`src/rtl/core/sht_pkg.sv`:
```
// Shared types and codes for the shape hit tester.
`timescale 1ns / 1ps

package sht_pkg;

   localparam int EXT_BITS = 15;
   localparam int CSR_IDX_BITS = 2;

   localparam logic [1:0] MODE_CLEAR  = 2'd0;
   localparam logic [1:0] MODE_APPEND = 2'd1;
   localparam logic [1:0] MODE_QUERY  = 2'd2;

   localparam logic [1:0] STATUS_OK    = 2'd0;
   localparam logic [1:0] STATUS_FULL  = 2'd1;
   localparam logic [1:0] STATUS_EMPTY = 2'd2;

   localparam logic [1:0] SHAPE_RECT    = 2'd0;
   localparam logic [1:0] SHAPE_CIRCLE  = 2'd1;
   localparam logic [1:0] SHAPE_POLYGON = 2'd2;

   localparam logic [CSR_IDX_BITS-1:0] CSR_SHAPE_KIND = 2'd0;
   localparam logic [CSR_IDX_BITS-1:0] CSR_EXTENT_X   = 2'd1;
   localparam logic [CSR_IDX_BITS-1:0] CSR_EXTENT_Y   = 2'd2;

   typedef enum logic [3:0] {
      ST_IDLE,
      ST_CIRC,
      ST_FIRST,
      ST_LOAD0,
      ST_WAIT,
      ST_EDGE,
      ST_MUL,
      ST_DSTART,
      ST_DIV,
      ST_CROSS,
      ST_DONE
   } state_type;

   typedef struct packed {
      logic busy;
      logic done;
   } div_stat_type;

endpackage

```
`src/rtl/core/sht_if.sv`:
```
// Channel interfaces for query beats and result beats.
`timescale 1ns / 1ps

interface sht_req_if #(parameter int COORD_BITS = 16) ();
   logic                         valid;
   logic                         ready;
   logic [1:0]                   mode;
   logic signed [COORD_BITS-1:0] point_x;
   logic signed [COORD_BITS-1:0] point_y;
   modport source (output valid, mode, point_x, point_y, input ready);
   modport sink (input valid, mode, point_x, point_y, output ready);
endinterface

interface sht_rsp_if #(parameter int COORD_BITS = 16) ();
   logic                         valid;
   logic                         ready;
   logic                         inside_res;
   logic [1:0]                   status;
   logic [COORD_BITS:0]          box_width;
   logic [COORD_BITS:0]          box_height;
   logic signed [COORD_BITS-1:0] center_x;
   logic signed [COORD_BITS-1:0] center_y;
   modport source (output valid, inside_res, status, box_width, box_height, center_x,
                   center_y, input ready);
   modport sink (input valid, inside_res, status, box_width, box_height, center_x,
                 center_y, output ready);
endinterface

```
`src/rtl/core/shape_hit_test_top.sv`:
```
// Top level of the shape hit tester: sequencer, vertex table and result register.
// Polygon query over N vertices: each edge that needs a crossing point waits on
// the bit-serial divider, which is shared by all edges.
// One item at a time; the next beat is taken once the result is in the output register.
// Synchronous reset empties the vertex table and box, shape kind becomes polygon.
`timescale 1ns / 1ps

module shape_hit_test_top #(
   parameter int MAX_VERTICES = 64,
   parameter int COORD_BITS   = 16
) (
   input  logic                            clock,
   input  logic                            reset,
   sht_req_if.sink                         req_if,
   sht_rsp_if.source                       rsp_if,
   input  logic                            csr_we,
   input  logic [sht_pkg::CSR_IDX_BITS-1:0] csr_index,
   input  logic [sht_pkg::EXT_BITS-1:0]     csr_wdata
);

   localparam int CB = COORD_BITS;
   localparam int XB = sht_pkg::EXT_BITS;
   localparam int MW = (CB + 1 > XB) ? CB + 1 : XB;
   localparam int PW = 2 * MW;
   localparam int AW = $clog2(MAX_VERTICES);
   localparam int IW = $clog2(MAX_VERTICES + 1);
   localparam int SW = ((CB > XB) ? CB : XB) + 2;

   sht_pkg::state_type state_ff, state_in;

   logic [1:0]    shape_ff;
   logic [XB-1:0] ext_x_ff, ext_y_ff;

   logic signed [CB-1:0] mem_x [MAX_VERTICES];
   logic signed [CB-1:0] mem_y [MAX_VERTICES];
   logic signed [CB-1:0] rd_x_ff, rd_y_ff;
   logic [AW-1:0]        rd_addr;
   logic                 mem_we;

   logic [IW-1:0]        count_ff, count_in, idx_ff, idx_in;
   logic signed [CB-1:0] min_x_ff, max_x_ff, min_y_ff, max_y_ff;
   logic signed [CB-1:0] min_x_in, max_x_in, min_y_in, max_y_in;
   logic signed [CB-1:0] px_ff, py_ff, px_in, py_in;
   logic signed [CB-1:0] prev_x_ff, prev_y_ff, prev_x_in, prev_y_in;
   logic [1:0]           circ_step_ff, circ_step_in;
   logic [PW:0]          acc_ff, acc_in;
   logic [1:0]           lt_ff, gt_ff, lt_in, gt_in;
   logic                 inside_ff, inside_in;
   logic [1:0]           status_ff, status_in;

   logic                         rsp_valid_ff, rsp_valid_in;
   logic                         rsp_inside_ff;
   logic [1:0]                   rsp_status_ff;
   logic [CB:0]                  rsp_w_ff, rsp_h_ff;
   logic signed [CB-1:0]         rsp_cx_ff, rsp_cy_ff;
   logic                         load_rsp;
   logic [CB:0]                  box_w, box_h;

   logic [MW-1:0] mul_a, mul_b;
   logic [PW-1:0] prod;
   logic          div_start;
   logic [PW-1:0] quotient;
   sht_pkg::div_stat_type div_stat;

   // Edge datapath
   logic signed [CB:0]   ea, eb, ec;
   logic [CB:0]          ma, mb, mc;
   logic                 span0, span1, all_lt, all_gt, flat, need_cross, neg;
   logic signed [PW+1:0] qs, xc, px_w;
   logic [CB:0]          ax_m, ay_m;
   logic signed [SW-1:0] px_s, py_s, hw_s, hh_s;

   logic accept;
   assign accept = req_if.valid && req_if.ready;
   assign req_if.ready = (state_ff == sht_pkg::ST_IDLE);

   // Configuration registers
   always_ff @(posedge clock) begin
      if (reset) begin
         shape_ff <= sht_pkg::SHAPE_POLYGON;
         ext_x_ff <= '0;
         ext_y_ff <= '0;
      end else if (csr_we) begin
         unique case (csr_index)
            sht_pkg::CSR_SHAPE_KIND: shape_ff <= csr_wdata[1:0];
            sht_pkg::CSR_EXTENT_X:   ext_x_ff <= csr_wdata;
            sht_pkg::CSR_EXTENT_Y:   ext_y_ff <= csr_wdata;
            default: ;
         endcase
      end
   end

   // Vertex table
   assign mem_we  = accept && (req_if.mode == sht_pkg::MODE_APPEND) &&
                    (count_ff != IW'(MAX_VERTICES));
   assign rd_addr = (idx_ff == count_ff) ? '0 : idx_ff[AW-1:0];

   always_ff @(posedge clock) begin
      if (mem_we) begin
         mem_x[count_ff[AW-1:0]] <= req_if.point_x;
         mem_y[count_ff[AW-1:0]] <= req_if.point_y;
      end
      rd_x_ff <= mem_x[rd_addr];
      rd_y_ff <= mem_y[rd_addr];
   end

   // Edge arithmetic: prev vertex to the vertex just read
   assign ea   = {py_ff[CB-1], py_ff} - {prev_y_ff[CB-1], prev_y_ff};
   assign eb   = {rd_x_ff[CB-1], rd_x_ff} - {prev_x_ff[CB-1], prev_x_ff};
   assign ec   = {rd_y_ff[CB-1], rd_y_ff} - {prev_y_ff[CB-1], prev_y_ff};
   assign ma   = ea[CB] ? -ea : ea;
   assign mb   = eb[CB] ? -eb : eb;
   assign mc   = ec[CB] ? -ec : ec;
   assign flat = (prev_y_ff == rd_y_ff);
   assign span0 = (prev_y_ff < py_ff && rd_y_ff >= py_ff) ||
                  (prev_y_ff >= py_ff && rd_y_ff < py_ff);
   assign span1 = (prev_y_ff <= py_ff && rd_y_ff > py_ff) ||
                  (prev_y_ff > py_ff && rd_y_ff <= py_ff);
   assign all_lt = (prev_x_ff < px_ff) && (rd_x_ff < px_ff);
   assign all_gt = (prev_x_ff > px_ff) && (rd_x_ff > px_ff);
   assign need_cross = (span0 || span1) && !all_lt && !all_gt;
   assign neg  = (ea[CB] ^ eb[CB] ^ ec[CB]) && (ea != '0) && (eb != '0);
   assign qs   = $signed({2'b00, quotient});
   assign px_w = $signed({{(PW+2-CB){px_ff[CB-1]}}, px_ff});
   assign xc   = (neg ? -qs : qs) + $signed({{(PW+2-CB){prev_x_ff[CB-1]}}, prev_x_ff});

   // Circle and rectangle operands
   assign ax_m = px_ff[CB-1] ? -{px_ff[CB-1], px_ff} : {px_ff[CB-1], px_ff};
   assign ay_m = py_ff[CB-1] ? -{py_ff[CB-1], py_ff} : {py_ff[CB-1], py_ff};
   assign px_s = $signed({{(SW-CB){req_if.point_x[CB-1]}}, req_if.point_x});
   assign py_s = $signed({{(SW-CB){req_if.point_y[CB-1]}}, req_if.point_y});
   assign hw_s = $signed(SW'(ext_x_ff >> 1));
   assign hh_s = $signed(SW'(ext_y_ff >> 1));

   always_comb begin
      mul_a = MW'(mb);
      mul_b = MW'(ma);
      if (state_ff == sht_pkg::ST_CIRC) begin
         unique case (circ_step_ff)
            2'd0:    begin mul_a = MW'(ax_m); mul_b = MW'(ax_m); end
            2'd1:    begin mul_a = MW'(ay_m); mul_b = MW'(ay_m); end
            default: begin mul_a = MW'(ext_x_ff); mul_b = MW'(ext_x_ff); end
         endcase
      end
   end

   sht_mul #(.W(MW)) u_mul (
      .clock (clock),
      .op_a  (mul_a),
      .op_b  (mul_b),
      .prod  (prod)
   );

   assign div_start = (state_ff == sht_pkg::ST_DSTART);

   sht_divider #(.NW(PW), .DW(MW)) u_div (
      .clock    (clock),
      .reset    (reset),
      .start    (div_start),
      .dividend (prod),
      .divisor  (MW'(mc)),
      .quotient (quotient),
      .stat     (div_stat)
   );

   // Sequencer
   always_comb begin
      logic       adv;
      logic       cross_gt;
      logic [1:0] lt_n, gt_n;
      adv          = 1'b0;
      cross_gt     = xc > px_w;
      lt_n         = lt_ff;
      gt_n         = gt_ff;
      state_in     = state_ff;
      count_in     = count_ff;
      idx_in       = idx_ff;
      min_x_in     = min_x_ff;
      max_x_in     = max_x_ff;
      min_y_in     = min_y_ff;
      max_y_in     = max_y_ff;
      px_in        = px_ff;
      py_in        = py_ff;
      prev_x_in    = prev_x_ff;
      prev_y_in    = prev_y_ff;
      circ_step_in = circ_step_ff;
      acc_in       = acc_ff;
      inside_in    = inside_ff;
      status_in    = status_ff;
      load_rsp     = 1'b0;

      unique case (state_ff)
         sht_pkg::ST_IDLE: begin
            if (accept) begin
               px_in     = req_if.point_x;
               py_in     = req_if.point_y;
               inside_in = 1'b0;
               status_in = sht_pkg::STATUS_OK;
               state_in  = sht_pkg::ST_DONE;
               if (req_if.mode == sht_pkg::MODE_CLEAR) begin
                  count_in = '0;
                  min_x_in = '0;
                  max_x_in = '0;
                  min_y_in = '0;
                  max_y_in = '0;
               end else if (req_if.mode == sht_pkg::MODE_APPEND) begin
                  if (count_ff == IW'(MAX_VERTICES)) begin
                     status_in = sht_pkg::STATUS_FULL;
                  end else begin
                     count_in = count_ff + 1'b1;
                     if (count_ff == '0) begin
                        min_x_in = req_if.point_x;
                        max_x_in = req_if.point_x;
                        min_y_in = req_if.point_y;
                        max_y_in = req_if.point_y;
                     end else begin
                        if (req_if.point_x < min_x_ff) min_x_in = req_if.point_x;
                        if (req_if.point_x > max_x_ff) max_x_in = req_if.point_x;
                        if (req_if.point_y < min_y_ff) min_y_in = req_if.point_y;
                        if (req_if.point_y > max_y_ff) max_y_in = req_if.point_y;
                     end
                  end
               end else if (req_if.mode == sht_pkg::MODE_QUERY) begin
                  if (shape_ff == sht_pkg::SHAPE_RECT) begin
                     inside_in = (px_s >= -hw_s) && (px_s < hw_s) &&
                                 (py_s >= -hh_s) && (py_s < hh_s);
                  end else if (shape_ff == sht_pkg::SHAPE_CIRCLE) begin
                     circ_step_in = 2'd0;
                     state_in     = sht_pkg::ST_CIRC;
                  end else if (shape_ff == sht_pkg::SHAPE_POLYGON) begin
                     if (count_ff == '0) begin
                        status_in = sht_pkg::STATUS_EMPTY;
                     end else begin
                        idx_in   = '0;
                        lt_n     = 2'b00;
                        gt_n     = 2'b00;
                        state_in = sht_pkg::ST_FIRST;
                     end
                  end
               end
            end
         end
         sht_pkg::ST_CIRC: begin
            // product of the previous step comes from the multiplier register
            circ_step_in = circ_step_ff + 1'b1;
            unique case (circ_step_ff)
               2'd0: ;
               2'd1: acc_in = {1'b0, prod};
               2'd2: acc_in = acc_ff + {1'b0, prod};
               default: begin
                  inside_in = (acc_ff <= {1'b0, prod});
                  state_in  = sht_pkg::ST_DONE;
               end
            endcase
         end
         sht_pkg::ST_FIRST: state_in = sht_pkg::ST_LOAD0;
         sht_pkg::ST_LOAD0: begin
            prev_x_in = rd_x_ff;
            prev_y_in = rd_y_ff;
            idx_in    = IW'(1);
            state_in  = sht_pkg::ST_WAIT;
         end
         sht_pkg::ST_WAIT: state_in = sht_pkg::ST_EDGE;
         sht_pkg::ST_EDGE: begin
            if (flat) begin
               adv = 1'b1;
            end else if (need_cross) begin
               state_in = sht_pkg::ST_MUL;
            end else begin
               adv = 1'b1;
               if (span0) begin
                  if (all_lt) lt_n[0] = ~lt_ff[0];
                  else        gt_n[0] = 1'b1;
               end
               if (span1) begin
                  if (all_lt) lt_n[1] = ~lt_ff[1];
                  else        gt_n[1] = 1'b1;
               end
            end
         end
         sht_pkg::ST_MUL:    state_in = sht_pkg::ST_DSTART;
         sht_pkg::ST_DSTART: state_in = sht_pkg::ST_DIV;
         sht_pkg::ST_DIV: begin
            if (div_stat.done) state_in = sht_pkg::ST_CROSS;
         end
         sht_pkg::ST_CROSS: begin
            if (xc == px_w) begin
               inside_in = 1'b1;
               state_in  = sht_pkg::ST_DONE;
            end else begin
               adv = 1'b1;
               if (span0) begin
                  if (cross_gt) gt_n[0] = 1'b1;
                  else          lt_n[0] = ~lt_ff[0];
               end
               if (span1) begin
                  if (cross_gt) gt_n[1] = 1'b1;
                  else          lt_n[1] = ~lt_ff[1];
               end
            end
         end
         sht_pkg::ST_DONE: begin
            // hold until the output register is free
            if (!rsp_valid_ff || rsp_if.ready) begin
               load_rsp = 1'b1;
               state_in = sht_pkg::ST_IDLE;
            end
         end
         default: state_in = sht_pkg::ST_IDLE;
      endcase

      if (adv) begin
         prev_x_in = rd_x_ff;
         prev_y_in = rd_y_ff;
         if (idx_ff == count_ff) begin
            inside_in = (lt_n[0] && gt_n[0]) || (lt_n[1] && gt_n[1]);
            state_in  = sht_pkg::ST_DONE;
         end else begin
            idx_in   = idx_ff + 1'b1;
            state_in = sht_pkg::ST_WAIT;
         end
      end
      lt_in = lt_n;
      gt_in = gt_n;
   end

   always_ff @(posedge clock) begin
      if (reset) begin
         state_ff <= sht_pkg::ST_IDLE;
         count_ff <= '0;
         min_x_ff <= '0;
         max_x_ff <= '0;
         min_y_ff <= '0;
         max_y_ff <= '0;
      end else begin
         state_ff <= state_in;
         count_ff <= count_in;
         min_x_ff <= min_x_in;
         max_x_ff <= max_x_in;
         min_y_ff <= min_y_in;
         max_y_ff <= max_y_in;
      end
      idx_ff       <= idx_in;
      px_ff        <= px_in;
      py_ff        <= py_in;
      prev_x_ff    <= prev_x_in;
      prev_y_ff    <= prev_y_in;
      circ_step_ff <= circ_step_in;
      acc_ff       <= acc_in;
      lt_ff        <= lt_in;
      gt_ff        <= gt_in;
      inside_ff    <= inside_in;
      status_ff    <= status_in;
   end

   // Output register
   assign box_w = {max_x_ff[CB-1], max_x_ff} - {min_x_ff[CB-1], min_x_ff} + 1'b1;
   assign box_h = {max_y_ff[CB-1], max_y_ff} - {min_y_ff[CB-1], min_y_ff} + 1'b1;
   assign rsp_valid_in = load_rsp || (rsp_valid_ff && !rsp_if.ready);

   always_ff @(posedge clock) begin
      if (reset) begin
         rsp_valid_ff <= 1'b0;
      end else begin
         rsp_valid_ff <= rsp_valid_in;
      end
      if (load_rsp) begin
         rsp_inside_ff <= inside_ff;
         rsp_status_ff <= status_ff;
         if (count_ff == '0) begin
            rsp_w_ff  <= '0;
            rsp_h_ff  <= '0;
            rsp_cx_ff <= '0;
            rsp_cy_ff <= '0;
         end else begin
            rsp_w_ff  <= box_w;
            rsp_h_ff  <= box_h;
            rsp_cx_ff <= min_x_ff + $signed(box_w[CB:1]);
            rsp_cy_ff <= min_y_ff + $signed(box_h[CB:1]);
         end
      end
   end

   assign rsp_if.valid      = rsp_valid_ff;
   assign rsp_if.inside_res = rsp_inside_ff;
   assign rsp_if.status     = rsp_status_ff;
   assign rsp_if.box_width  = rsp_w_ff;
   assign rsp_if.box_height = rsp_h_ff;
   assign rsp_if.center_x   = rsp_cx_ff;
   assign rsp_if.center_y   = rsp_cy_ff;

   // Checks
   a_count_bound: assert property (@(posedge clock) disable iff (reset)
      count_ff <= IW'(MAX_VERTICES))
      else $error("vertex count beyond table depth");

   a_clear_empties: assert property (@(posedge clock) disable iff (reset)
      (accept && req_if.mode == sht_pkg::MODE_CLEAR) |=> (count_ff == '0))
      else $error("clear did not empty the table");

   a_div_to_cross: assert property (@(posedge clock) disable iff (reset)
      (state_ff == sht_pkg::ST_DIV && div_stat.done) |=> (state_ff == sht_pkg::ST_CROSS))
      else $error("divider finish not followed by crossing step");

   a_div_idle_at_start: assert property (@(posedge clock) disable iff (reset)
      (state_ff == sht_pkg::ST_DSTART) |-> !div_stat.busy)
      else $error("divider restarted while busy");

endmodule

```
`src/rtl/core/sht_mul.sv`:
```
// Shared registered unsigned multiplier.
`timescale 1ns / 1ps

module sht_mul #(
   parameter int W = 17
) (
   input  logic           clock,
   input  logic [W-1:0]   op_a,
   input  logic [W-1:0]   op_b,
   output logic [2*W-1:0] prod
);

   logic [2*W-1:0] prod_ff;
   logic [2*W-1:0] prod_in;

   assign prod_in = {{W{1'b0}}, op_a} * {{W{1'b0}}, op_b};

   always_ff @(posedge clock) begin
      prod_ff <= prod_in;
   end

   assign prod = prod_ff;

endmodule

```
`src/rtl/core/sht_divider.sv`:
```
// Restoring divider, one quotient bit per cycle.
`timescale 1ns / 1ps

module sht_divider #(
   parameter int NW = 34,
   parameter int DW = 17
) (
   input  logic                  clock,
   input  logic                  reset,
   input  logic                  start,
   input  logic [NW-1:0]         dividend,
   input  logic [DW-1:0]         divisor,
   output logic [NW-1:0]         quotient,
   output sht_pkg::div_stat_type stat
);

   localparam int CW = $clog2(NW + 1);

   logic [CW-1:0] cnt_ff, cnt_in;
   logic          done_ff, done_in;
   logic [DW:0]   rem_ff, rem_in;
   logic [NW-1:0] quo_ff, quo_in;
   logic [DW:0]   shifted;

   always_comb begin
      cnt_in  = cnt_ff;
      done_in = 1'b0;
      rem_in  = rem_ff;
      quo_in  = quo_ff;
      shifted = {rem_ff[DW-1:0], quo_ff[NW-1]};
      if (start) begin
         cnt_in = CW'(NW);
         rem_in = '0;
         quo_in = dividend;
      end else if (cnt_ff != '0) begin
         if (shifted >= {1'b0, divisor}) begin
            rem_in = shifted - {1'b0, divisor};
            quo_in = {quo_ff[NW-2:0], 1'b1};
         end else begin
            rem_in = shifted;
            quo_in = {quo_ff[NW-2:0], 1'b0};
         end
         cnt_in  = cnt_ff - 1'b1;
         done_in = (cnt_ff == CW'(1));
      end
   end

   always_ff @(posedge clock) begin
      if (reset) begin
         cnt_ff  <= '0;
         done_ff <= 1'b0;
      end else begin
         cnt_ff  <= cnt_in;
         done_ff <= done_in;
      end
      rem_ff <= rem_in;
      quo_ff <= quo_in;
   end

   assign quotient  = quo_ff;
   assign stat.busy = (cnt_ff != '0);
   assign stat.done = done_ff;

endmodule
```
`src/flat_wrapper.sv`:
```
// flat-port wrapper written by rule: the top's interface ports become plain ports
module shape_hit_test_top_flat 
#(
   parameter int MAX_VERTICES = 64,
   parameter int COORD_BITS   = 16
)
  (clock, reset, csr_we, csr_index, csr_wdata, req_if_valid, req_if_mode, req_if_point_x, req_if_point_y, req_if_ready, rsp_if_valid, rsp_if_inside_res, rsp_if_status, rsp_if_box_width, rsp_if_box_height, rsp_if_center_x, rsp_if_center_y, rsp_if_ready);
  sht_req_if #(.COORD_BITS(COORD_BITS)) req_if_i ();
  sht_rsp_if #(.COORD_BITS(COORD_BITS)) rsp_if_i ();
  input  logic clock;
  input  logic reset;
  input  logic csr_we;
  input  logic [sht_pkg::CSR_IDX_BITS-1:0] csr_index;
  input  logic [sht_pkg::EXT_BITS-1:0] csr_wdata;
  input wire logic [$bits(req_if_i.valid)-1:0] req_if_valid;
  input wire logic [$bits(req_if_i.mode)-1:0] req_if_mode;
  input wire logic [$bits(req_if_i.point_x)-1:0] req_if_point_x;
  input wire logic [$bits(req_if_i.point_y)-1:0] req_if_point_y;
  output wire logic [$bits(req_if_i.ready)-1:0] req_if_ready;
  output wire logic [$bits(rsp_if_i.valid)-1:0] rsp_if_valid;
  output wire logic [$bits(rsp_if_i.inside_res)-1:0] rsp_if_inside_res;
  output wire logic [$bits(rsp_if_i.status)-1:0] rsp_if_status;
  output wire logic [$bits(rsp_if_i.box_width)-1:0] rsp_if_box_width;
  output wire logic [$bits(rsp_if_i.box_height)-1:0] rsp_if_box_height;
  output wire logic [$bits(rsp_if_i.center_x)-1:0] rsp_if_center_x;
  output wire logic [$bits(rsp_if_i.center_y)-1:0] rsp_if_center_y;
  input wire logic [$bits(rsp_if_i.ready)-1:0] rsp_if_ready;
  assign req_if_i.valid = req_if_valid;
  assign req_if_i.mode = req_if_mode;
  assign req_if_i.point_x = req_if_point_x;
  assign req_if_i.point_y = req_if_point_y;
  assign req_if_ready = req_if_i.ready;
  assign rsp_if_valid = rsp_if_i.valid;
  assign rsp_if_inside_res = rsp_if_i.inside_res;
  assign rsp_if_status = rsp_if_i.status;
  assign rsp_if_box_width = rsp_if_i.box_width;
  assign rsp_if_box_height = rsp_if_i.box_height;
  assign rsp_if_center_x = rsp_if_i.center_x;
  assign rsp_if_center_y = rsp_if_i.center_y;
  assign rsp_if_i.ready = rsp_if_ready;
  shape_hit_test_top #(.MAX_VERTICES(MAX_VERTICES), .COORD_BITS(COORD_BITS)) u_core (.clock(clock), .reset(reset), .req_if(req_if_i), .rsp_if(rsp_if_i), .csr_we(csr_we), .csr_index(csr_index), .csr_wdata(csr_wdata));
endmodule
```
`config.mk`:
```
export PLATFORM = sky130hd
export DESIGN_NAME = shape_hit_test_top_flat
export DESIGN_NICKNAME = d
export VERILOG_FILES = /design/src/rtl/core/sht_pkg.sv /design/src/rtl/core/sht_if.sv /design/src/rtl/core/shape_hit_test_top.sv /design/src/rtl/core/sht_mul.sv /design/src/rtl/core/sht_divider.sv /design/src/flat_wrapper.sv
export SDC_FILE = /design/constraint.sdc
export NUM_CORES = 2
export LEC_CHECK = 0
export BUFFER_PORTS_ARGS = -buffer_cell sky130_fd_sc_hd__buf_2
export CORE_AREA = 2 2 443 445
export CTS_CLUSTER_DIAMETER = 40
export DETAILED_ROUTE_END_ITERATION = 7
export DIE_AREA = 0 0 445 447
export GPL_ROUTABILITY_DRIVEN = 0
export PLACE_DENSITY_LB_ADDON = 0.3
export SKIP_CTS_REPAIR_TIMING = 1
export SYNTH_ARGS = -nofsm -noshare
export SYNTH_HDL_FRONTEND = slang
export SYNTH_SLANG_ARGS = --single-unit
```
`constraint.sdc`:
```
create_clock -name clock -period 13 [get_ports clock]
set_input_delay 2.6 -clock clock [delete_from_list [all_inputs] [get_ports clock]]
set_output_delay 2.6 -clock clock [all_outputs]
set_load 0.05 [all_outputs]
```
==> run_results.csv <==
group,metric,value,unit
drt,dr.pass1.iters,8,
worst_setup_path,crit_arrival,11190,ps
global_route,grt_pass1_vias,89187,
timing,finalSetupViolCount,0,
global_route,gr-usage-all-layers,36.5,%
drt,vias,90571,
clocking,path_clk_slew,60,ps
logic_synthesis,avgSynthCellArea,11.7,µm²
cells_and_area,layout.cells.most_common,"edfxtp_1",
worst_setup_path,cp_slowest_stage_delay,970,ps
outcome,status,"finished, final reports clean",
global_route,grt_pass1_wl,542,mm
min_path,hold_path.startpoint,"u_core.rd_x_ff[0]$_DFF_P_",
timing,tns,0,ps
worst_setup_path,crit_top_cell,"ha_1",
clocking,cts_sinks,2463,
min_path,hold_depth,0,
timing,period_share,79.8,%
timing,hold_viol,0,
min_path,hold_class,"reg2reg",
logic_synthesis,synth.distinct_cells,93,
clocking,cts-root-buf,"clkbuf_16",
global_route,antenna_found_initial,17,
worst_setup_path,required,13810,ps
timing,skew,76.4,ps
logic_synthesis,synth_nets,11496,
logic_synthesis,ys_seq_area_share,58.1,%
global_route,grt_max_degree,200,
cells_and_area,final_cell_mix,"edfxtp_1 (2254), nand2_1 (1608), nor2_1 (751)",
drt,drtIter0Drc,12939,
clocking,cts_buffer_depth,4,
timing,grt_setup_unrepaired,"false",
drt,wl_per_cell,27.3,µm
placement,dp_hpwl,219,mm
worst_setup_path,crit_path_start_kind,"flop",
worst_setup_path,critPathCaptureType,"flop",
die,ioPinCount,127,
worst_setup_path,crit_buf_inv,3,
drt,wirelength,367,mm
timing,worst_slew_margin_rel,12.3,%
die,coreArea,194000,µm²
cells_and_area,layout-drive-gt1-share,9.82,%
drt,drtAntennaViolNets,0,
worst_setup_path,cp_slowest_cell,"a31oi_1",
logic_synthesis,synth_area,124000,µm²
logic_synthesis,ys_ff_latch,2463,
global_route,gr-total-overflow,0,
cells_and_area,area_growth_syn_to_layout,11.6,%
die,start_util,63.7,%
clocking,htree_levels,5,
drt,drc_errors,0,
die,row_count,162,
placement,io_buffers,126,
min_path,whs_endpoint,"u_core.prev_x_ff[0]$_DFFE_PP_",
worst_setup_path,regToRegSetupSlack,2620,ps
timing,maxSlewViolCount,0,
run,drv_cap,0,
die,fp.dieArea,199000,µm²
logic_synthesis,async_reset_ff_share,0,%
die,die_height,447,µm
clocking,cts_buffers,323,
logic_synthesis,synth_ff_type,"edfxtp_1",
worst_setup_path,reg2reg_depth,38,
drt,viasPerCell,6.72,
worst_setup_path,cpLargestDelayFamily,"compound AO/OA/AOI/OAI gates",
logic_synthesis,synth_warnings,0,
die,die_width,445,µm
clocking,cts_tree,"done",
worst_setup_path,cp_max_fo,36,
worst_setup_path,rr_endpoint,"u_core.inside_ff$_DFF_P_",
timing,layout_min_cycle_time,10380,ps
timing,fmax,96.4,MHz
clocking,clkLatencyLatePin,970,ps
worst_setup_path,r2r_start,"u_core.py_ff[0]$_DFFE_PP_",
timing,worst_slew_pin_slew,1310,ps
logic_synthesis,synth_edf_count,2254,
cells_and_area,finalNetCount,11574,
worst_setup_path,crit_type,"reg2reg",
logic_synthesis,synthCells,10609,
## logic make-up (layout without fill, tap and decap cells)
| group | count (synthesis) | in the layout | share of synthesized area (%) |
|---|---|---|---|
| flip-flops | 2463 | 2463 | 58.1 |
| multiplexers | 207 | 207 | 2.52 |
| adder cells (fa/ha/maj) | 831 | 831 | 9.83 |
| other | 0 | 8 | 0 |
| AND/OR/NAND/NOR | 3534 | 3534 | 12.5 |
| XOR/XNOR | 338 | 338 | 2.40 |
| AO/OA/AOI/OAI | 2091 | 2091 | 11.1 |
| buffers and inverters | 1145 | 1465 | 3.59 |
## worst register-to-register path: cells and delay by family, from the launching register on
| family | cells | cell delay [ps] |
|---|---|---|
| and+or+nand+nor | 7 | 1320 |
| AOI/OAI and AO/OA | 20 | 5940 |
| adders and majority gates | 4 | 1000 |
| buffers and inverters | 3 | 660 |
| DFF | 1 | 420 |
| xor gates and xnor gates | 4 | 950 |
## cell type report
cell class / count / area [µm²]
Fill cell: 12466 / 56100
Inverter: 568 / 2130
Timing Repair Buffer: 330 / 2280
Sequential cell: 2463 / 71900
Antenna cell: 8 / 20.0
Clock inverter: 192 / 2120
Clock buffer: 375 / 8460
Multi-Input combinational cell: 7001 / 48000
Tap cell: 2542 / 3180
## layer usage
metal	track usage [%]	routed length, µm
met1	45.5	126000
met2	56.9	166000
met3	9.58	48200
met4	23.5	26900
met5	0	109
## through the flow
stage	util [%]	instances	setup slack (ps)	hold slack, ps	cell area (µm²)
floorplan	-	10609	4020	400	124000
global placement	65.6	12904	3190	423	127000
detailed placement	65.6	12904	2970	427	127000
CTS	71.1	13471	2950	439	138000
global route	71.1	13474	2170	450	138000
finish	71.1	13479	2620	440	138000
## flip-flops by register name, summed over array words and instances, names as in the netlist, 16 cells and up
signal	count
u_core.rsp_if.box_width	17
u_core.prev_x_ff	16
u_core.rd_x_ff	16
u_core.prev_y_ff	16
u_core.min_y_ff	16
u_core.u_div.quotient	34
u_core.max_x_ff	16
u_core.u_div.rem_ff	17
u_core.rsp_if.center_y	16
u_core.rsp_if.center_x	16
u_core.py_ff	16
u_core.rd_y_ff	16
u_core.mem_x	1024
u_core.max_y_ff	16
u_core.acc_ff	35
u_core.min_x_ff	16
u_core.mem_y	1024
u_core.u_mul.prod	34
u_core.px_ff	16
u_core.rsp_if.box_height	17
## synthesized netlist by cell type, drive strengths merged (17+ instances only)
library cell / count / area, µm²
edfxtp: 2254 / 67700
nand2: 1611 / 6050
nor2: 817 / 3070
a21oi: 707 / 3540
ha: 597 / 7470
inv: 568 / 2130
nand3: 470 / 2350
clkbuf: 374 / 1400
o211ai: 336 / 2520
xnor2: 262 / 2290
fa: 234 / 4680
o21ai: 222 / 1110
dfxtp: 209 / 4180
buf: 203 / 898
nor3: 143 / 726
mux2i: 123 / 1230
a211oi: 120 / 901
a21o: 116 / 871
a311oi: 113 / 996
nor2b: 102 / 638
a31oi: 98 / 619
mux4: 83 / 1870
nand2b: 82 / 528
o221ai: 80 / 701
xor2: 75 / 657
nand4: 67 / 419
and3: 59 / 369
o21a: 48 / 360
and2: 39 / 244
or3: 36 / 230
o31ai: 34 / 255
o22ai: 32 / 200
o21bai: 29 / 218
nor4: 26 / 175
a21boi: 20 / 154
a221oi: 18 / 158
or3b: 17 / 149
## worst max path at each step
| stage | cells after the start | endpoint | from |
|---|---|---|---|
| after floorplan | 32 | u_core.prev_x_ff[0]$_DFFE_PP_ | u_core.py_ff[0]$_DFFE_PP_ |
| after global placement | 35 | u_core.u_mul.prod[33]$_DFF_P_ | u_core.rd_x_ff[0]$_DFF_P_ |
| after detailed placement | 38 | u_core.inside_ff$_DFF_P_ | u_core.py_ff[0]$_DFFE_PP_ |
| after CTS | 38 | u_core.inside_ff$_DFF_P_ | u_core.py_ff[0]$_DFFE_PP_ |
| after global routing | 35 | u_core.u_mul.prod[33]$_DFF_P_ | u_core.rd_x_ff[0]$_DFF_P_ |
| final | 38 | u_core.inside_ff$_DFF_P_ | u_core.py_ff[0]$_DFFE_PP_ |
Power is left out: the tool's default activity adds up to more than one toggle a clock period on the data nets, which glitch-free logic cannot reach.
